**src/rtl/imeng_ram.sv**
```systemverilog
// Single-write, single-read element store with registered read data.
module imeng_ram #(
  parameter int DEPTH  = 64,
  parameter int WIDTH  = 32,
  parameter int ADDR_W = 6
) (
  input  logic              clk,
  input  logic              we,
  input  logic [ADDR_W-1:0] waddr,
  input  logic [WIDTH-1:0]  wdata,
  input  logic [ADDR_W-1:0] raddr,
  output logic [WIDTH-1:0]  rdata
);

  logic [WIDTH-1:0] mem [DEPTH];

  // Write port.
  always_ff @(posedge clk) begin
    if (we) begin
      mem[waddr] <= wdata;
    end
  end

  // Registered read port.
  always_ff @(posedge clk) begin
    rdata <= mem[raddr];
  end

endmodule

```
**config.mk**
```make
export PLATFORM = sky130hd
export DESIGN_NAME = imeng_ram
export DESIGN_NICKNAME = d
export VERILOG_FILES = /design/src/rtl/imeng_ram.sv
export SDC_FILE = /design/constraint.sdc
export NUM_CORES = 2
export LEC_CHECK = 0
export BUFFER_PORTS_ARGS = -buffer_cell sky130_fd_sc_hd__buf_4
export CORE_MARGIN = 3
export CORE_UTILIZATION = 55
export CTS_CLUSTER_SIZE = 40
export DETAILED_ROUTE_END_ITERATION = 12
export PLACE_DENSITY_LB_ADDON = 0.05
export SETUP_SLACK_MARGIN = 0.4
export SLEW_MARGIN = 20
export SYNTH_ARGS = -nofsm -noshare
export SYNTH_HDL_FRONTEND = slang
export SYNTH_SLANG_ARGS = --single-unit
```
**constraint.sdc**
```tcl
create_clock -name clk -period 4.19 [get_ports clk]
set_clock_uncertainty 0.2 [all_clocks]
set_input_delay 0.419 -clock clk [delete_from_list [all_inputs] [get_ports clk]]
set_output_delay 0.419 -clock clk [all_outputs]
set_load 0.02 [all_outputs]
```
==> insert_results.sql <==
INSERT INTO impl_metrics (metric_group, metric, value, unit) VALUES
('die', 'die_w', '383.8', 'um'),
('timing', 'tightestPinTransition', '1.136', 'ns'),
('routing', 'drtAntennaViolNets', '0', ''),
('cts', 'clock_path_buffers', '3', ''),
('global_route', 'globalRouteOverflowTotal', '0', ''),
('power', 'power_density', '481.2', 'mW/mm^2'),
('routing', 'wl', '199.6', 'mm'),
('finish', 'layout.area.seq', '0.06214', 'sq mm'),
('timing', 'grt_setup_unrepaired', 'false', ''),
('setup_path', 'critPathMaxFanout', '14', ''),
('logic_synthesis', 'synthDominantAreaCellType', 'sky130_fd_sc_hd__edfxtp_1', ''),
('finish', 'postLayoutCellArea', '0.08956', 'sq mm'),
('timing', 'timing.final.max_slew_violations', '0', ''),
('worst_hold_path', 'hp-class', 'in -> reg', ''),
('placed_design', 'dpl-instance-area', '0.08272', 'sq mm'),
('setup_path', 'cp_cell_sequence', 'dlygate4sd3_1, buf_4, nor2b_1, nand3_1, nor2_4, buf_4', ''),
('setup_path', 'worst-path-buf-inv', '3', ''),
('routing', 'drcViolationCount', '0', ''),
('run_status', 'status', 'finished, final reports clean', ''),
('die', 'start_util', '55.45', '%'),
('die', 'core_area', '0.1416', 'sq mm'),
('finish', 'area_taken_by_multi_input_logic_gates', '0.01597', 'sq mm'),
('logic_synthesis', 'yosysWarningCount', '0', ''),
('routing', 'detail_route.first_pass.iterations', '5', ''),
('setup_path', 'worst_path_dominant_cell_family', 'simple AND/OR/NAND/NOR gates', ''),
('placed_design', 'gp_congestion', '0.7931', ''),
('global_route', 'grt_pass1_wl', '283.9', 'mm'),
('routing', 'routed_via_density', '6.554', ''),
('setup_path', 'criticalPathCategory', 'in -> reg', ''),
('cts', 'cts_made_buffers', '202', ''),
('global_route', 'antenna_found_initial', '11', ''),
('run', 'max_cap_violations', '0', ''),
('cts', 'tritoncts', 'yes', ''),
('setup_path', 'slowest_delay', '0.66', 'ns'),
('die', 'row_count', '138', ''),
('logic_synthesis', 'synth_cell_area', '0.07852', 'sq mm'),
('global_route', 'grt-busiest-layer', 'met2', ''),
('worst_hold_path', 'start_point_of_the_worst_min_delay_path', 'raddr[5]', ''),
('setup_path', 'slowest_stage', 'sky130_fd_sc_hd__nor2_4', ''),
('cts', 'cts_setup_buffers', '0', ''),
('timing', 'post-route-period-util', '70.00', '%'),
('timing', 'period_needed', '2.933', 'ns'),
('finish', 'layout-area-overhead-vs-synth', '14.06', '%'),
('timing', 'layout_setup_ws', '1.257', 'ns'),
('cts', 'cts_root_buffer', 'sky130_fd_sc_hd__clkbuf_16', ''),
('logic_synthesis', 'synthDistinctLibCells', '34', ''),
('power', 'vdd.ir_drop.worst', '0.0003710', 'V'),
('setup_path', 'end_kind', 'flop', ''),
('logic_synthesis', 'seq_area_frac_synth', '79.14', '%'),
('routing', 'first_iter_violations', '4719', ''),
('routing', 'count_of_vias_placed_by_the_detailed_router', '37260', ''),
('logic_synthesis', 'mappedNetlistNets', '3370', ''),
('setup_path', 'worst_setup_path_start_kind', 'input pin', ''),
('cts', 'cts-resized-gates', '0', ''),
('timing', 'clock.fmax', '340.9', 'MHz'),
('logic_synthesis', 'instance_count_of_the_mapped_netlist', '3324', ''),
('placed_design', 'placed_cells_incl_taps', '5272', ''),
('cts', 'cts_sinks', '2080', ''),
('placed_design', 'portBuffers', '77', ''),
('power', 'static_leakage_power', '0.02802', 'uW'),
('logic_synthesis', 'syn_area_per_cell', '23.62', 'sq um'),
('setup_path', 'reg2reg_from', 'mem[11][1]', ''),
('timing', 'timing.setup.tns', '0', 'ns'),
('logic_synthesis', 'ys_seq_elements', '2080', ''),
('placed_design', 'hpwl', '110.9', 'mm'),
('timing', 'report.final.setup_viol', '0', ''),
('die', 'dieHeight', '383.8', 'um'),
('global_route', 'grtUsageMet3', '4.515', '%'),
('finish', 'final_common_cell', 'sky130_fd_sc_hd__edfxtp_1', ''),
('global_route', 'groute.layer.met2.usage', '43.72', '%'),
('setup_path', 'timing.critical_path.from', 'waddr[1]', '');
-- worst register-to-register path: stages (launching register included) --
cell and delay, ns:
sky130_fd_sc_hd__edfxtp_1 0.36, sky130_fd_sc_hd__mux4_2 0.49, sky130_fd_sc_hd__mux4_2 0.49, sky130_fd_sc_hd__o22ai_1 0.59, sky130_fd_sc_hd__nor2_1 0.26
-- logic make-up after synthesis --
logic type / after synthesis / synth area share, %
simple gates: 223 / 1.265
mux: 637 / 16.79
compound gates: 202 / 1.673
buf+inv: 182 / 1.128
flops: 2080 / 79.14
-- layout make-up --
class                   instances  share of cell area (%)
multi-input cells            1062                   17.83
flip-flops and latches       2080                   69.38
clock buffers                 256                   6.047
diodes                          3                0.008382
well taps                    1890                   2.640
repair buffers                275                   2.903
clock inverters               119                   1.188
-- cells in the mapped netlist, drive strengths merged --
master / number
mux4: 544
o221ai: 27
nand2: 26
edfxtp: 2048
a311oi: 8
dfxtp: 32
nor2: 137
nor3: 7
mux2i: 93
nand3b: 5
or2: 3
nand4b: 1
a41o: 4
buf: 108
nand4: 2
and2: 2
nand3: 5
a31oi: 1
nor2b: 15
o32ai: 4
a21oi: 62
or3b: 5
o22ai: 84
and3: 4
nand2b: 8
a22oi: 12
clkbuf: 74
or3: 3
-- state kept, by name, summed over array words and instances, names as in the netlist --
name   flops
mem     2048
rdata     32
-- power by group --
part / switching, uW / internal (uW) / total (uW)
sequential: 93.0 / 23000 / 23100
clock: 7510 / 10300 / 17800
combinational: 1340 / 850 / 2190
total: 8940 / 34200 / 43100
-- path summary, 6_finish.rpt --
path	cells after the start	endpoint	slack, ns
setup / recovery	6	mem[11][28]	1.26
hold / removal	4	rdata[18]	0.21
setup reg to reg	4	rdata[1]	1.62
hold reg to reg	4	rdata[20]	0.56
-- metrics by stage --
| step | util (%) | power [uW] |
|---|---|---|
| detailed placement | 58.43 | 25750 |
| floorplan | - | 24690 |
| global placement | 58.43 | 25700 |
| CTS | 63.25 | 43380 |
| global route | 63.25 | 44330 |
| finish | 63.25 | 43100 |
-- metal layers --
| metal | wire length [um] | share of wire (%) |
|---|---|---|
| met1 | 81800 | 41 |
| met2 | 97230 | 49 |
| met3 | 15930 | 8.0 |
| met4 | 4523 | 2.3 |
| met5 | 78 | 0.039 |
-- timing repair --
| action | in CTS | in global routing |
|---|---|---|
| endpoints found under the hold margin | 2046 | 0 |
| setup endpoints to repair | 0 | 0 |
| hold buffers | 35 | 0 |
Power figures use the tool's default switching activity.
