$ cat src/rtl/imeng_pkg.sv
// Shared types, codes and default sizes for the integer matrix engine.
package imeng_pkg;

  // Default sizes handed to the top-level parameters.
  localparam int MAX_DIM_DEF    = 8;
  localparam int DATA_WIDTH_DEF = 32;
  // Widest operand that the shared multiplier takes in one pass.
  localparam int MUL_W          = 32;

  // Input command codes.
  typedef enum logic [1:0] {
    CMD_LOAD_A = 2'd0,
    CMD_LOAD_B = 2'd1,
    CMD_START  = 2'd2
  } cmd_t;

  // Operation register codes.
  typedef enum logic [2:0] {
    OP_MUL = 3'd0,
    OP_ADD = 3'd1,
    OP_SUB = 3'd2,
    OP_TRN = 3'd3,
    OP_TRC = 3'd4
  } op_t;

  // Configuration register indexes.
  typedef enum logic [1:0] {
    REG_ROWS_A    = 2'd0,
    REG_COLS_A    = 2'd1,
    REG_COLS_B    = 2'd2,
    REG_OPERATION = 2'd3
  } reg_idx_t;

  // One input beat.
  typedef struct packed {
    logic [1:0]         command;
    logic [2:0]         row;
    logic [2:0]         col;
    logic signed [31:0] value;
  } item_t;

  // One result beat.
  typedef struct packed {
    logic [2:0]         out_row;
    logic [2:0]         out_col;
    logic signed [31:0] out_value;
    logic               last;
    logic               error;
  } result_t;

  // Control from the sequencer to the shared arithmetic unit.
  typedef struct packed {
    logic       load;     // capture operands and product into the term register
    logic       accum;    // update the accumulator from the term register
    logic       mul;      // term is a partial product
    logic       use_lhs;  // element-wise add or subtract: base is the A operand
    logic       neg;      // subtract the term
    logic       first;    // first term of an element: accumulator starts at zero
    logic [1:0] ph;       // partial-product phase for wide words
  } alu_ctl_t;

  // Result framing from the sequencer.
  typedef struct packed {
    logic       valid;
    logic [2:0] row;
    logic [2:0] col;
    logic       last;
    logic       error;
  } res_ctl_t;

endpackage

$ cat src/rtl/imeng_alu.sv
// Shared multiply and add unit with the term register and the accumulator.
module imeng_alu
  import imeng_pkg::*;
#(
  parameter int DATA_WIDTH = DATA_WIDTH_DEF
) (
  input  logic                  clk,
  input  alu_ctl_t              ctl,
  input  logic [DATA_WIDTH-1:0] a,
  input  logic [DATA_WIDTH-1:0] b,
  output logic [DATA_WIDTH-1:0] acc
);

  localparam int HW = (DATA_WIDTH > MUL_W) ? MUL_W : DATA_WIDTH;

  logic [HW-1:0]         a_lo, a_hi, b_lo, b_hi;
  logic [HW-1:0]         mx, my;
  logic [2*HW-1:0]       prod;
  logic [DATA_WIDTH-1:0] pp;
  logic [DATA_WIDTH-1:0] term;
  logic [DATA_WIDTH-1:0] lhs;
  logic [DATA_WIDTH-1:0] base;
  logic [DATA_WIDTH-1:0] addend;

  // Split wide words into halves; phase 0 is low by low, 1 high by low, 2 low by high.
  always_comb begin
    a_lo = HW'(a);
    a_hi = HW'(a >> HW);
    b_lo = HW'(b);
    b_hi = HW'(b >> HW);
    mx   = (ctl.ph == 2'd1) ? a_hi : a_lo;
    my   = (ctl.ph == 2'd2) ? b_hi : b_lo;
    prod = (2*HW)'(mx) * (2*HW)'(my);
    pp   = (ctl.ph == 2'd0) ? DATA_WIDTH'(prod) : (DATA_WIDTH'(prod) << HW);
  end

  // Term register sits after the multiplier.
  always_ff @(posedge clk) begin
    if (ctl.load) begin
      if (ctl.mul) begin
        term <= pp;
      end else if (ctl.use_lhs) begin
        term <= b;
      end else begin
        term <= a;
      end
      lhs <= a;
    end
  end

  // One adder: base plus term, or base minus term.
  always_comb begin
    if (ctl.use_lhs) begin
      base = lhs;
    end else if (ctl.first) begin
      base = '0;
    end else begin
      base = acc;
    end
    addend = ctl.neg ? ~term : term;
  end

  always_ff @(posedge clk) begin
    if (ctl.accum) begin
      acc <= base + addend + DATA_WIDTH'(ctl.neg);
    end
  end

endmodule

$ cat config.mk
export PLATFORM = sky130hd
export DESIGN_NAME = imeng_alu
export DESIGN_NICKNAME = d
export VERILOG_FILES = /design/src/rtl/imeng_pkg.sv /design/src/rtl/imeng_alu.sv
export SDC_FILE = /design/constraint.sdc
export NUM_CORES = 1
export LEC_CHECK = 0
export ABC_AREA = 0
export BUFFER_PORTS_ARGS = -buffer_cell sky130_fd_sc_hd__buf_4
export CORE_MARGIN = 4
export CORE_UTILIZATION = 40
export CTS_CLUSTER_SIZE = 8
export DETAILED_ROUTE_END_ITERATION = 10
export SYNTH_ARGS = -nofsm -noshare
export SYNTH_HDL_FRONTEND = slang
export SYNTH_SLANG_ARGS = --single-unit
$ cat constraint.sdc
create_clock -name clk -period 12.27 [get_ports clk]
set_clock_uncertainty 0.1 [all_clocks]
set_input_delay 1.8405 -clock clk [delete_from_list [all_inputs] [get_ports clk]]
set_output_delay 1.8405 -clock clk [all_outputs]
set_load 0.03 [all_outputs]
==> results.yml <==
layout:
  nNetsFinal: 2941
  syn_to_final_growth_pct: 8.14
  design_area_um2: 22700
  drive_gt1_share_pct: 6.66
  antennaDiodeCount: 0
  fillers: 5034
global_route:
  gr-usage-all-layers_pct: 25.5
  grt_max_degree: 65
  overflow: 0
  first_global_vias: 17400
  grt_antenna_before_repair: 1
  grt_first_pass_wirelength_um: 108000
sta:
  whs_ns: 0.535
  slew-limit-headroom_pct: 36.3
  finalCriticalPeriod_ns: 10.42
  finalSetupViolations: 0
  fin_tns_setup_ns: 0
  worst_pin_slew_ns: 0.931
  report.final.slew_viol_count: 0
  rsz0062_at_grt: "false"
  fmax_mhz: 95.9
  period_share_pct: 84.9
  hold_viol_final: 0
routing:
  drc: 0
  vias: 16500
  ant_nets: 0
  vias_per_cell: 5.52
  routed_wl_um: 71600
  drtIter0Drc: 1376
  wire_per_inst_um: 23.9
  firstDrtPassIters: 5
worst_hold_path:
  hold_path_class: "reg2reg"
  holdPathEnd: "acc[0]"
  hold_depth: 1
  hp-start: "term[0]"
die:
  die_h_um: 237
  dieArea_um2: 56200
  core_area_um2: 51600
  die_x_um: 237
  start_util_pct: 40.7
  core.rowCount: 83
  pin_count: 105
synthesis:
  synth.top_cells.by_area: "fa_1 (39%), edfxtp_1 (14%), ha_1 (9.1%)"
  synth.top_cell.area_share_pct: 39.0
  yosys_register_bits: 96
  synth_edf_count: 96
  synth_cell_types: 60
  netlist.top_cell.by_area: "fa_1"
  synth.avg_cell_area_um2: 9.23
  syn_inst: 2274
  synthesis.area_um2: 21000
  syn_nets: 2909
  synth_ff_type: "edfxtp_1"
  synth-seq-area-share_pct: 13.7
  async_flop_share_pct: 0
  yosysWarnings: 0
placement:
  hpwl_um: 58900
  gp_congestion: 0.981
  numPortBuffers: 104
  placed_area_um2: 22400
setup_path:
  crit_fanout: 49
  critical_path_class: "in2reg"
  critPathRequiredTime_ns: 12.25
  endpoint_kind: "register"
  startpoint: "ctl[1]"
  reg2reg_to: "acc[31]"
  worst_setup_path_start_kind: "input pin"
  worstReg2RegStart: "lhs[2]"
  timing.reg2reg.setup_slack_ns: 8.12
  crit_arrival_ns: 10.40
  r2r_cells: 12
clock_tree:
  cts.sinks: 96
  clockBufferDepth: 2
  cts_tree: "done"
  cts_setup_buffers: 0
  path_clk_slew_ns: 0.06
  ctsHoldBuffers: 0
  htree_levels: 3
  cts_resized: 0
  clock_latency_ns: 0.36
  cts_inserted_buffers: 9
  cts_root_buffer: "clkbuf_16"
status:
  outcome: "completed"
run:
  drv_cap: 0
[placed cells by master, fill, tap and decap left out, types with 4 or more instances in the layout]
cell type,synthesis,routed
a211oi_1,4,4
a21o_1,25,25
a21oi_1,42,42
a22o_1,30,30
a31oi_1,5,5
and2_0,7,7
and2_1,34,34
and3_1,7,7
buf_4,1,133
clkbuf_16,0,9
edfxtp_1,96,96
fa_1,409,409
ha_1,153,153
inv_1,394,394
mux2i_1,31,31
nand2_1,219,219
nand2b_1,15,13
nand3_1,82,82
nand4_1,4,4
nor2_1,334,333
nor2b_1,5,5
nor3_1,7,7
o21a_1,13,13
o21ai_0,27,27
o21bai_1,4,4
o22ai_1,28,28
o31ai_1,4,4
o32ai_1,4,4
xnor2_1,75,75
xor2_1,62,62
[per-layer routing]
| layer | wire (um) | track usage [%] | vias to the layer above |
|---|---|---|---|
| met1 | 29700 | 35.1 | 8482 |
| met3 | 6010 | 4.64 | 136 |
| met5 | 12 | 0 | - |
| li1 | - | - | 7151 |
| met4 | 2930 | 9.57 | 2 |
| met2 | 32900 | 40.3 | 739 |
[registers in the layout, summed over array words and instances (netlist names)]
register / count
acc: 32
lhs: 32
term: 32
[worst max-delay path, cell delays in order]
cell      delay, ns
buf_4          0.12
nand2b_2       0.68
nand2_1        0.65
nor2_1         0.31
fa_1           0.49
fa_1           0.43
fa_1           0.54
inv_1          0.05
fa_1           0.47
inv_1          0.05
fa_1           0.50
inv_1          0.06
fa_1           0.52
inv_1          0.05
fa_1           0.49
fa_1           0.42
ha_1           0.36
a21oi_1        0.14
o21ai_0        0.13
a221oi_1       0.63
nor3b_1        0.27
a21oi_1        0.22
o41ai_1        0.49
o21ai_0        0.20
xnor2_1        0.17
o22ai_1        0.09
[stage by stage]
| step | utilization (%) | worst slack [ns] | cells |
|---|---|---|---|
| after floorplan | - | 2.53 | 2274 |
| after global placement | 43.4 | 1.67 | 2975 |
| after detailed placement | 43.4 | 1.53 | 2975 |
| after CTS | 44.0 | 1.89 | 2991 |
| after global routing | 44.0 | 1.47 | 2991 |
| final | 44.0 | 1.85 | 2991 |
[cell families (layout without fill, tap and decap cells)]
group | Yosys count | after routing | share of synthesized area (%)
muxes | 31 | 31 | 1.48
adders and majority gates | 562 | 562 | 48.1
DFF | 96 | 96 | 13.7
and+or+nand+nor | 724 | 724 | 14.5
AOI/OAI and AO/OA | 215 | 215 | 7.02
xor gates and xnor gates | 140 | 140 | 6.04
buffers and inverters | 506 | 543 | 9.08
[cell usage after synthesis (all sizes together), types with 3 or more instances]
library cell	count
a211oi	4
o21bai	4
ha	153
inv	394
a31oi	5
nand2b	15
nand4	4
xor2	62
nand2	219
xnor2	75
nor2	334
nor2b	5
nand3	82
a21o	25
and3	7
a21oi	42
clkbuf	99
fa	409
nor3	7
edfxtp	96
o21ai	29
o22ai	28
mux2i	31
o21a	13
and2	41
o31ai	4
buf	13
xnor3	3
a22o	30
o211ai	3
o32ai	4
[worst max path at each step]
stage          cells after the start  slack (ns)       end
2_1_floorplan                     32        2.53  term[30]
3_3_place_gp                      26        1.67  term[31]
3_5_place_dp                      25        1.53  term[31]
4_1_cts                           26        1.89  term[31]
5_1_grt                           26        1.47  term[31]
6_report                          26        1.85  term[31]
[layout make-up]
| cell class | instances | area [um2] | share of cell area [%] |
|---|---|---|---|
| Multi-Input combinational cell | 1672 | 16200 | 71.4 |
| Clock buffer | 10 | 229 | 1.01 |
| Inverter | 394 | 1480 | 6.52 |
| Timing Repair Buffer | 133 | 998 | 4.40 |
| Sequential cell | 96 | 2880 | 12.7 |
| Clock inverter | 6 | 42.5 | 0.187 |
| Tap cell | 680 | 851 | 3.75 |
Power is not shown: default switching activity piles up to over one toggle a cycle in this logic, so the estimate is an artifact.
