## config.mk

```make
export PLATFORM = sky130hd
export DESIGN_NAME = imeng_seq
export DESIGN_NICKNAME = d
export VERILOG_FILES = /design/src/rtl/imeng_pkg.sv /design/src/rtl/imeng_seq.sv
export SDC_FILE = /design/constraint.sdc
export NUM_CORES = 1
export LEC_CHECK = 0
export BUFFER_PORTS_ARGS = -buffer_cell sky130_fd_sc_hd__buf_2
export CORE_UTILIZATION = 55
export CTS_CLUSTER_DIAMETER = 120
export DETAILED_ROUTE_END_ITERATION = 12
export PLACE_DENSITY = 0.87
export SLEW_MARGIN = 10
export SYNTH_ARGS = -nofsm -noshare
export SYNTH_HDL_FRONTEND = slang
export SYNTH_SLANG_ARGS = --single-unit
```

## constraint.sdc

```tcl
create_clock -name clk -period 6 [get_ports clk]
set_clock_uncertainty 0.05 [all_clocks]
set_input_delay 0 -clock clk [delete_from_list [all_inputs] [get_ports clk]]
set_output_delay 0 -clock clk [all_outputs]
set_load 0.1 [all_outputs]
```

## src/rtl/imeng_pkg.sv

```systemverilog
// Shared types, codes and default sizes for the integer matrix engine.
package imeng_pkg;

  // Default sizes handed to the top-level parameters.
  localparam int MAX_DIM_DEF    = 8;
  localparam int DATA_WIDTH_DEF = 32;
  // Widest operand that the shared multiplier takes in one pass.
  localparam int MUL_W          = 32;

  // Input command codes.
  typedef enum logic [1:0] {
    CMD_LOAD_A = 2'd0,
    CMD_LOAD_B = 2'd1,
    CMD_START  = 2'd2
  } cmd_t;

  // Operation register codes.
  typedef enum logic [2:0] {
    OP_MUL = 3'd0,
    OP_ADD = 3'd1,
    OP_SUB = 3'd2,
    OP_TRN = 3'd3,
    OP_TRC = 3'd4
  } op_t;

  // Configuration register indexes.
  typedef enum logic [1:0] {
    REG_ROWS_A    = 2'd0,
    REG_COLS_A    = 2'd1,
    REG_COLS_B    = 2'd2,
    REG_OPERATION = 2'd3
  } reg_idx_t;

  // One input beat.
  typedef struct packed {
    logic [1:0]         command;
    logic [2:0]         row;
    logic [2:0]         col;
    logic signed [31:0] value;
  } item_t;

  // One result beat.
  typedef struct packed {
    logic [2:0]         out_row;
    logic [2:0]         out_col;
    logic signed [31:0] out_value;
    logic               last;
    logic               error;
  } result_t;

  // Control from the sequencer to the shared arithmetic unit.
  typedef struct packed {
    logic       load;     // capture operands and product into the term register
    logic       accum;    // update the accumulator from the term register
    logic       mul;      // term is a partial product
    logic       use_lhs;  // element-wise add or subtract: base is the A operand
    logic       neg;      // subtract the term
    logic       first;    // first term of an element: accumulator starts at zero
    logic [1:0] ph;       // partial-product phase for wide words
  } alu_ctl_t;

  // Result framing from the sequencer.
  typedef struct packed {
    logic       valid;
    logic [2:0] row;
    logic [2:0] col;
    logic       last;
    logic       error;
  } res_ctl_t;

endpackage

```

## src/rtl/imeng_seq.sv

```systemverilog
// Sequencer: configuration registers, load decode and the element walk.
module imeng_seq
  import imeng_pkg::*;
#(
  parameter int MAX_DIM    = MAX_DIM_DEF,
  parameter int DATA_WIDTH = DATA_WIDTH_DEF,
  parameter int ADDR_W     = 6
) (
  input  logic                  clk,
  input  logic                  rst,
  input  logic                  start,
  input  item_t                 item,
  input  logic                  cfg_valid,
  input  logic [1:0]            cfg_index,
  input  logic [3:0]            cfg_data,
  output logic                  busy,
  output logic                  a_we,
  output logic                  b_we,
  output logic [ADDR_W-1:0]     waddr,
  output logic [DATA_WIDTH-1:0] wdata,
  output logic [ADDR_W-1:0]     a_raddr,
  output logic [ADDR_W-1:0]     b_raddr,
  output alu_ctl_t              alu_ctl,
  output res_ctl_t              res
);

  localparam int DIM_W = $clog2(MAX_DIM);
  localparam int CNT_W = $clog2(MAX_DIM + 1);
  localparam int CMP_W = (CNT_W > 3) ? CNT_W : 3;
  localparam int NPH   = (DATA_WIDTH > MUL_W) ? 3 : 1;

  typedef enum logic [1:0] {S_IDLE, S_READ, S_OPER, S_ACC} state_t;

  state_t           state;
  logic [3:0]       rows_a, cols_a, cols_b;
  logic [2:0]       operation;
  logic [DIM_W-1:0] orow, ocol, k;
  logic [1:0]       ph;
  logic [CNT_W-1:0] ra, ca, cb;
  logic [CNT_W-1:0] lim_r, lim_c, lim_k;
  logic [CNT_W-1:0] br, bc;
  logic             is_mul;
  logic             accepted;
  logic             ph_last, term_done, row_last, col_last;
  logic             a_in, b_in;

  function automatic logic [CNT_W-1:0] clamp_dim(input logic [3:0] v);
    logic [CNT_W-1:0] r;
    if (v == 4'd0) begin
      r = CNT_W'(1);
    end else if ({1'b0, v} > 5'(MAX_DIM)) begin
      r = CNT_W'(MAX_DIM);
    end else begin
      r = CNT_W'(v);
    end
    return r;
  endfunction

  function automatic logic [ADDR_W-1:0] addr_of(input logic [ADDR_W-1:0] r,
                                                input logic [ADDR_W-1:0] c);
    return ADDR_W'(r * ADDR_W'(MAX_DIM) + c);
  endfunction

  // Configuration registers.
  always_ff @(posedge clk) begin
    if (rst) begin
      rows_a    <= 4'd1;
      cols_a    <= 4'd1;
      cols_b    <= 4'd1;
      operation <= OP_MUL;
    end else if (cfg_valid && !busy) begin
      case (cfg_index)
        REG_ROWS_A:    rows_a    <= cfg_data;
        REG_COLS_A:    cols_a    <= cfg_data;
        REG_COLS_B:    cols_b    <= cfg_data;
        REG_OPERATION: operation <= cfg_data[2:0];
        default:       ;
      endcase
    end
  end

  // Effective dimensions and loop limits of the configured operation.
  always_comb begin
    ra     = clamp_dim(rows_a);
    ca     = clamp_dim(cols_a);
    cb     = clamp_dim(cols_b);
    is_mul = (operation == OP_MUL);
    br     = is_mul ? ca : ra;
    bc     = is_mul ? cb : ca;
    case (operation)
      OP_MUL: begin
        lim_r = ra;
        lim_c = cb;
        lim_k = ca;
      end
      OP_ADD, OP_SUB: begin
        lim_r = ra;
        lim_c = ca;
        lim_k = CNT_W'(1);
      end
      OP_TRN: begin
        lim_r = ca;
        lim_c = ra;
        lim_k = CNT_W'(1);
      end
      OP_TRC: begin
        lim_r = CNT_W'(1);
        lim_c = CNT_W'(1);
        lim_k = ra;
      end
      default: begin
        lim_r = CNT_W'(1);
        lim_c = CNT_W'(1);
        lim_k = CNT_W'(1);
      end
    endcase
    ph_last   = !is_mul || (ph == 2'(NPH - 1));
    term_done = ph_last && (CNT_W'(k) + CNT_W'(1) == lim_k);
    row_last  = (CNT_W'(orow) + CNT_W'(1) == lim_r);
    col_last  = (CNT_W'(ocol) + CNT_W'(1) == lim_c);
  end

  // Load decode: writes that fall inside the current shape reach the stores.
  assign accepted = start && !busy;
  assign a_in     = (CMP_W'(item.row) < CMP_W'(ra)) && (CMP_W'(item.col) < CMP_W'(ca));
  assign b_in     = (CMP_W'(item.row) < CMP_W'(br)) && (CMP_W'(item.col) < CMP_W'(bc));
  assign a_we     = accepted && (item.command == CMD_LOAD_A) && a_in;
  assign b_we     = accepted && (item.command == CMD_LOAD_B) && b_in;
  assign waddr    = addr_of(ADDR_W'(item.row), ADDR_W'(item.col));
  assign wdata    = DATA_WIDTH'(item.value);

  // Read addresses follow the walk counters.
  always_comb begin
    case (operation)
      OP_MUL: begin
        a_raddr = addr_of(ADDR_W'(orow), ADDR_W'(k));
        b_raddr = addr_of(ADDR_W'(k), ADDR_W'(ocol));
      end
      OP_TRN: begin
        a_raddr = addr_of(ADDR_W'(ocol), ADDR_W'(orow));
        b_raddr = addr_of(ADDR_W'(ocol), ADDR_W'(orow));
      end
      OP_TRC: begin
        a_raddr = addr_of(ADDR_W'(k), ADDR_W'(k));
        b_raddr = addr_of(ADDR_W'(k), ADDR_W'(k));
      end
      default: begin
        a_raddr = addr_of(ADDR_W'(orow), ADDR_W'(ocol));
        b_raddr = addr_of(ADDR_W'(orow), ADDR_W'(ocol));
      end
    endcase
  end

  // Control for the shared unit.
  always_comb begin
    alu_ctl.load    = (state == S_OPER);
    alu_ctl.accum   = (state == S_ACC);
    alu_ctl.mul     = is_mul;
    alu_ctl.use_lhs = (operation == OP_ADD) || (operation == OP_SUB);
    alu_ctl.neg     = (operation == OP_SUB);
    alu_ctl.first   = (k == '0) && (ph == 2'd0);
    alu_ctl.ph      = ph;
  end

  assign busy = (state != S_IDLE) || res.valid;

  // Walk state machine and result framing.
  always_ff @(posedge clk) begin
    if (rst) begin
      state     <= S_IDLE;
      orow      <= '0;
      ocol      <= '0;
      k         <= '0;
      ph        <= 2'd0;
      res       <= '0;
    end else begin
      res.valid <= 1'b0;
      case (state)
        S_IDLE: begin
          orow <= '0;
          ocol <= '0;
          k    <= '0;
          ph   <= 2'd0;
          if (accepted && (item.command == CMD_START)) begin
            if ((operation > OP_TRC) || ((operation == OP_TRC) && (ra != ca))) begin
              res.valid <= 1'b1;
              res.row   <= 3'd0;
              res.col   <= 3'd0;
              res.last  <= 1'b1;
              res.error <= 1'b1;
            end else begin
              state <= S_READ;
            end
          end
        end
        S_READ: begin
          state <= S_OPER;
        end
        S_OPER: begin
          state <= S_ACC;
        end
        S_ACC: begin
          if (!term_done) begin
            if (!ph_last) begin
              ph <= ph + 2'd1;
            end else begin
              ph <= 2'd0;
              k  <= k + DIM_W'(1);
            end
            state <= S_READ;
          end else begin
            res.valid <= 1'b1;
            res.row   <= 3'(orow);
            res.col   <= 3'(ocol);
            res.last  <= row_last && col_last;
            res.error <= 1'b0;
            ph        <= 2'd0;
            k         <= '0;
            if (col_last) begin
              ocol <= '0;
              if (row_last) begin
                state <= S_IDLE;
              end else begin
                orow  <= orow + DIM_W'(1);
                state <= S_READ;
              end
            end else begin
              ocol  <= ocol + DIM_W'(1);
              state <= S_READ;
            end
          end
        end
        default: begin
          state <= S_IDLE;
        end
      endcase
    end
  end

endmodule

```

==> impl_metrics.toml, run 1 <==
[final_layout]
fin_util_pct = 63.52
drive_above_1_share_pct = 16.77
area_delta_synth_final_pct = 11.58
design_area_um2 = 3761
diodes = 0
nets = 530

[yosys]
yosysWarnings = 0
synth_most_common_cell = "nor2_1"
syn_inst = 437
ys_ff_latch = 37
netlist_area_um2 = 3371
synth_area_leaders = "dfxtp_1 (22%), buf_4 (8.7%), mux2i_1 (8.0%)"
synth_area_leader_cell = "dfxtp_1"
synth_edf_count = 0
synth_nets = 503
synth_ff_type = "dfxtp_1"
yosys-top-cells-count = "nor2_1 (49), buf_4 (39), dfxtp_1 (37)"
yosysTopAreaCellShare_pct = 21.97
async_flop_share_pct = 0
synth_area_per_cell_um2 = 7.713
synth.distinct_cells = 63
seq_area_frac_synth_pct = 21.97

[pwr]
clockPowerShare_pct = 18.1
p_int_uw = 457.8
peakVddDrop_mv = 0.2561
power_switching_share_pct = 50.69
p_seq_share_pct = 30.0
switching_power_uw = 470.6
combinationalPowerShare_pct = 52.0
power.density_nw_per_um2 = 246.8
p_leak_uw = 0.001533
p_total_uw = 928.4

[global_routing]
grt_overflow = 0
antenna_found_initial = 0
track_usage_pct = 26.57
grt_pass1_vias = 2871
grt_max_degree = 54
grt_pass1_wl_um = 13420

[detailed_routing]
drt-initial-drc-count = 308
detail-route-antenna-nets = 0
drc_errors = 0
vias = 3208
wl_per_cell_um = 14.94
drt-pass1-iter-count = 5
drt_wl_total_um = 8070
viasPerCell = 5.941

[worst_setup_path]
cp-end-kind = "flip-flop"
cp.arrival_ns = 3.86
crit_chain = "nor2_1 -> a222oi_1 -> xnor2_1 -> or4_1 -> a32o_1 -> nor3b_4 -> mux2_1 -> nor2_1"
cp_max_fo = 34
slowest_delay_ns = 1.07
cpMostUsedCell = "nor2_1"
crit_required_ns = 6.17
cp_slowest_cell = "dfxtp_1"
worstSetupStartpointType = "flip-flop"
crit_type = "reg2reg"

[floorplan]
start_util_pct = 56.93
die_h_um = 80.29
die_w_um = 80.29
rows = 28
core_um2 = 5921
io_pins = 120
dieArea_um2 = 6446

[placed_design]
io_buffer_count = 55
dpl.hpwl_um = 5726
dpl-instance-area_um2 = 3318
post-place-ws_ns = 2.448
place.gp.congestion = 0.8897

[timing]
tightest_slew_ns = 1.117
timing.final.crit_period_ns = 3.692
max_slew_margin_pct = 25.45
fmax_ghz = 0.2708
final-hold-violation-count = 0
finalSetupViolCount = 0
rsz0062_at_grt = "false"
drv_slew = 0
fin_ws_ns = 2.308
fin_setup_tns_ns = 0
layout_worst_path_cycle_share_pct = 61.54

[hold_path]
hold_path.class = "in2reg"

[clock_tree]
clock_latency_ns = 0.29
cts-root-buf = "clkbuf_8"
htreeDepth = 2
clock-sinks = 37
ctsLongestPathBuffers = 2
clkTransAtPathRegs_ns = 0.07
cts_setup_buffers = 0
numCtsBuffers = 5
cts_tree = "done"

[run_status]
outcome = "finished, final reports clean"

[job]
cap_violations = 0
[state kept, by name, indices dropped and copies added, names as in the netlist]
register,count
operation,3
rows_a,4
cols_a,4
cols_b,4
res,9
state,2
orow,3
ph,2
ocol,3
k,3
[worst max-delay path: cells and delay by family (launching register included)]
family                    cells  cell delay (ns)
and+or+nand+nor               4             1.18
muxes                         1             0.34
DFF                           1             1.07
xor gates and xnor gates      1             0.13
AOI/OAI and AO/OA             2             0.85
[layout by cell type, fill, tap and decap left out, types with 3 or more instances in the layout]
| master | n |
|---|---|
| buf_2 | 55 |
| nor2_1 | 49 |
| dfxtp_1 | 37 |
| dlygate4sd3_1 | 36 |
| mux2i_1 | 27 |
| nor2b_1 | 27 |
| a21oi_1 | 27 |
| o21ai_0 | 17 |
| nand2_1 | 16 |
| ha_1 | 16 |
| o31ai_1 | 13 |
| nor3_1 | 12 |
| inv_1 | 11 |
| nand2b_1 | 11 |
| a22oi_1 | 9 |
| o221ai_1 | 6 |
| xnor2_1 | 6 |
| nand3b_1 | 6 |
| a211o_1 | 5 |
| clkbuf_8 | 5 |
| o211ai_1 | 4 |
| and3_1 | 4 |
| xor2_1 | 3 |
| o21ba_2 | 3 |
| o22ai_1 | 3 |
| nor4_1 | 3 |
| mux2_2 | 3 |
| nand3_1 | 3 |
| nor3b_1 | 3 |
[metal layers]
| metal | vias up | global-route usage, % | share of wire (%) |
|---|---|---|---|
| met4 | 0 | 11.07 | 2.5 |
| met1 | 1451 | 34.53 | 44 |
| met2 | 158 | 43.08 | 45 |
| met5 | - | 0 | 0 |
| li1 | 1580 | - | - |
| met3 | 19 | 4.659 | 8.8 |
[what timing repair did]
action,CTS,global route
setup endpoints to repair,0,0
gates resized for setup,0,0
hold endpoints to repair,46,0
hold buffers,36,0
[path summary, 6_finish.rpt]
check | startpoint | to | slack [ns] | cells after the start
setup / recovery | operation[1] | orow[0] | 2.31 | 8
hold reg to reg | cols_a[0] | cols_a[0] | 0.43 | 1
hold / removal | cfg_index[0] | cols_a[0] | 0.04 | 3
setup reg to reg | operation[1] | orow[0] | 2.31 | 8
[power groups by stage]
stage / Sequential (µW) / Clock, µW / Combinational, µW
after floorplan: 272 / 0 / 432
after global placement: 282 / 0 / 368
after detailed placement: 283 / 0 / 375
after CTS: 277 / 171 / 480
after global routing: 281 / 179 / 517
final: 278 / 168 / 482
[per-stage QoR]
step	hold slack, ns	std cells
2_1_floorplan	0.06786	437
3_3_place_gp	-0.04932	496
3_5_place_dp	-0.04932	496
4_1_cts	0.03609	540
5_1_grt	0.06439	540
6_report	0.04367	540
[logic make-up (layout without fill, tap and decap cells)]
kind of cell,count (synthesis),count (layout),synth area share [%]
simple gates,153,153,24.68
mux,31,31,9.354
fa+ha+maj,16,16,5.939
xor+xnor,9,9,2.339
flops,37,37,21.97
buf+inv,84,112,14.22
compound gates,107,107,21.49
[area by class of cell]
class	count	area, µm²
Multi-Input combinational cell	316	2156
Sequential cell	37	740.7
Inverter	12	45.04
Timing Repair Buffer	92	643.1
Clock inverter	2	10.01
Fill cell	505	2160
Clock buffer	6	72.57
Tap cell	75	93.84
No activity file was read; power rests on OpenSTA's default activity.
==> run 2, diff against run 1 <==
Settings changed: CORE_UTILIZATION 55 to 51, PLACE_DENSITY 0.87 to 0.82.
Clock period 6 ns to 3.8 ns, I/O delays scaled along.
==> run 2 against run 1 <==
Effect of this change: global-route usage fell by 3.7 points; die area is 7.6% higher; worst hold slack better by 0.016 ns; wire length is 0.27% lower; critical path depth is 3 higher; sequential power is 56% higher; clock power rose by 55%; cell count is 0.93% higher; total power increased by 58%; worst setup slack lost 1.8 ns; utilization shrank 3.6 points; first-iteration DRC count is 16% lower.
==> impl_metrics.toml, run 2 (synthesized netlist as in run 1, its figures left out) <==
[clock_tree]
clkTransAtPathRegs_ns = 0.07
clock_latency_ns = 0.29
numCtsBuffers = 5
cts-root-buf = "clkbuf_8"
ctsLongestPathBuffers = 2
clock-sinks = 37
htreeDepth = 2
cts_tree = "done"
cts_setup_buffers = 0

[pwr]
clockPowerShare_pct = 17.7
peakVddDrop_mv = 0.4527
switching_power_uw = 741.7
power.density_nw_per_um2 = 385.8
p_total_uw = 1468
combinationalPowerShare_pct = 52.8
p_int_uw = 726.2
power_switching_share_pct = 50.53
p_seq_share_pct = 29.5
p_leak_uw = 0.001555

[timing]
drv_slew = 0
timing.final.crit_period_ns = 3.244
finalSetupViolCount = 0
fmax_ghz = 0.3082
final-hold-violation-count = 0
rsz0062_at_grt = "false"
max_slew_margin_pct = 34.59
layout_worst_path_cycle_share_pct = 85.37
hold_slack_ns = 0.05989
tightest_slew_ns = 0.9779

[global_routing]
grt_pass1_wl_um = 13180
grt_pass1_vias = 2915
antenna_found_initial = 0
track_usage_pct = 22.82
grt_max_degree = 38
grt_overflow = 0

[worst_setup_path]
cp.arrival_ns = 3.19
worstSetupStartpointType = "flip-flop"
crit_chain = "buf_4 -> nor3_4 -> nor2_1 -> a21oi_1 -> ha_1 -> o21ai_0 -> nand2b_1 -> a21oi_1 -> o22ai_1 -> nor4b_2 -> buf_2"
crit_type = "reg2out"
cp_max_fo = 23
slowest_delay_ns = 0.51
rr_worst_depth = 9
cp-end-kind = "primary output"
crit_required_ns = 3.75
cpMostUsedCell = "a21oi_1"
r2r_slack_ns = 0.67
r2r_start = "operation[1]"
cp_slowest_cell = "nor3_4"
r2r-end = "orow[0]"

[final_layout]
fin_util_pct = 59.92
top_register = "res"
mostFrequentLayoutCells = "buf_2 (55), nor2_1 (49), dfxtp_1 (37)"
area_delta_synth_final_pct = 12.88
drive_above_1_share_pct = 17.74
final_common_cell = "buf_2"
largest_reg_flops = 9
nets = 533
diodes = 0

[job]
cap_violations = 0

[hold_path]
hold_depth = 3
hold_path.startpoint = "cfg_index[0]"
hold_path.class = "in2reg"
min_to = "cols_a[0]"

[detailed_routing]
viasPerCell = 5.985
drt-pass1-iter-count = 5
drt-initial-drc-count = 260
wl_per_cell_um = 14.77
drt_wl_total_um = 8048
vias = 3262
drc_errors = 0
detail-route-antenna-nets = 0

[floorplan]
core_um2 = 6350
io_pins = 120
dieArea_um2 = 6938
rows = 29
start_util_pct = 53.08
die_w_um = 83.30
die_h_um = 83.30

[placed_design]
dpl.hpwl_um = 5905
place.gp.congestion = 0.9032
io_buffer_count = 55

[run_status]
outcome = "finished, final reports clean"
run 2: cell count changes in the layout (fill, tap and decap cells not counted):
cell     change
nor3_4       +1
buf_4        +3
nor4_1       -1
nor4b_2      +1
nor3_2       -1
nor4b_1      -1
nor4_2       +1
run 2: cell type report:
| cell class | instances | area (µm²) |
|---|---|---|
| Sequential cell | 37 | 740.7 |
| Fill cell | 580 | 2545 |
| Clock buffer | 6 | 72.57 |
| Inverter | 12 | 45.04 |
| Timing Repair Buffer | 95 | 665.6 |
| Tap cell | 77 | 96.34 |
| Multi-Input combinational cell | 316 | 2175 |
| Clock inverter | 2 | 10.01 |
run 2: worst max-delay path: cells and delay by family (launching register included):
kind,cells,cell delay [ns]
simple gates,4,0.92
buf+inv,2,0.72
compound gates,4,0.58
flops,1,0.42
fa+ha+maj,1,0.25
run 2: metal layers:
metal,track usage [%],vias up,part of all wire (%)
met5,0,-,0
met4,8.464,0,1.9
met3,3.280,13,8.2
met2,38.97,155,46
li1,-,1584,-
met1,29.04,1510,44
run 2: worst max-delay path by stage:
stage / start / to / slack (ns) / cells after the start
final: operation[0] / b_we / 0.56 / 11
after detailed placement: operation[0] / b_we / 0.64 / 11
after CTS: operation[0] / b_we / 0.30 / 11
after global placement: operation[0] / b_we / 0.66 / 11
after global routing: operation[0] / b_we / 0.28 / 11
after floorplan: operation[2] / b_we / -0.19 / 12
run 2: per-stage QoR:
step	std cells	cell area [µm²]	setup TNS (ns)	setup WS, ns
after CTS	545	3799	0	0.3012
after global placement	501	3356	0	0.6602
final	545	3805	0	0.5558
after detailed placement	501	3356	0	0.6352
after floorplan	437	3383	-0.1882	-0.1882
after global routing	545	3805	0	0.2788
run 2: power by group through the flow:
| stage | Combinational [µW] | Clock (µW) | Sequential [µW] |
|---|---|---|---|
| global placement | 598 | 0 | 439 |
| CTS | 771 | 266 | 431 |
| floorplan | 684 | 0 | 429 |
| finish | 775 | 260 | 433 |
| detailed placement | 606 | 0 | 440 |
| global route | 827 | 282 | 435 |
run 2: repair_timing:
item	in CTS	in global routing
hold buffers	36	0
setup endpoints to repair	0	1
hold endpoints to repair	46	0
resized for setup	0	1
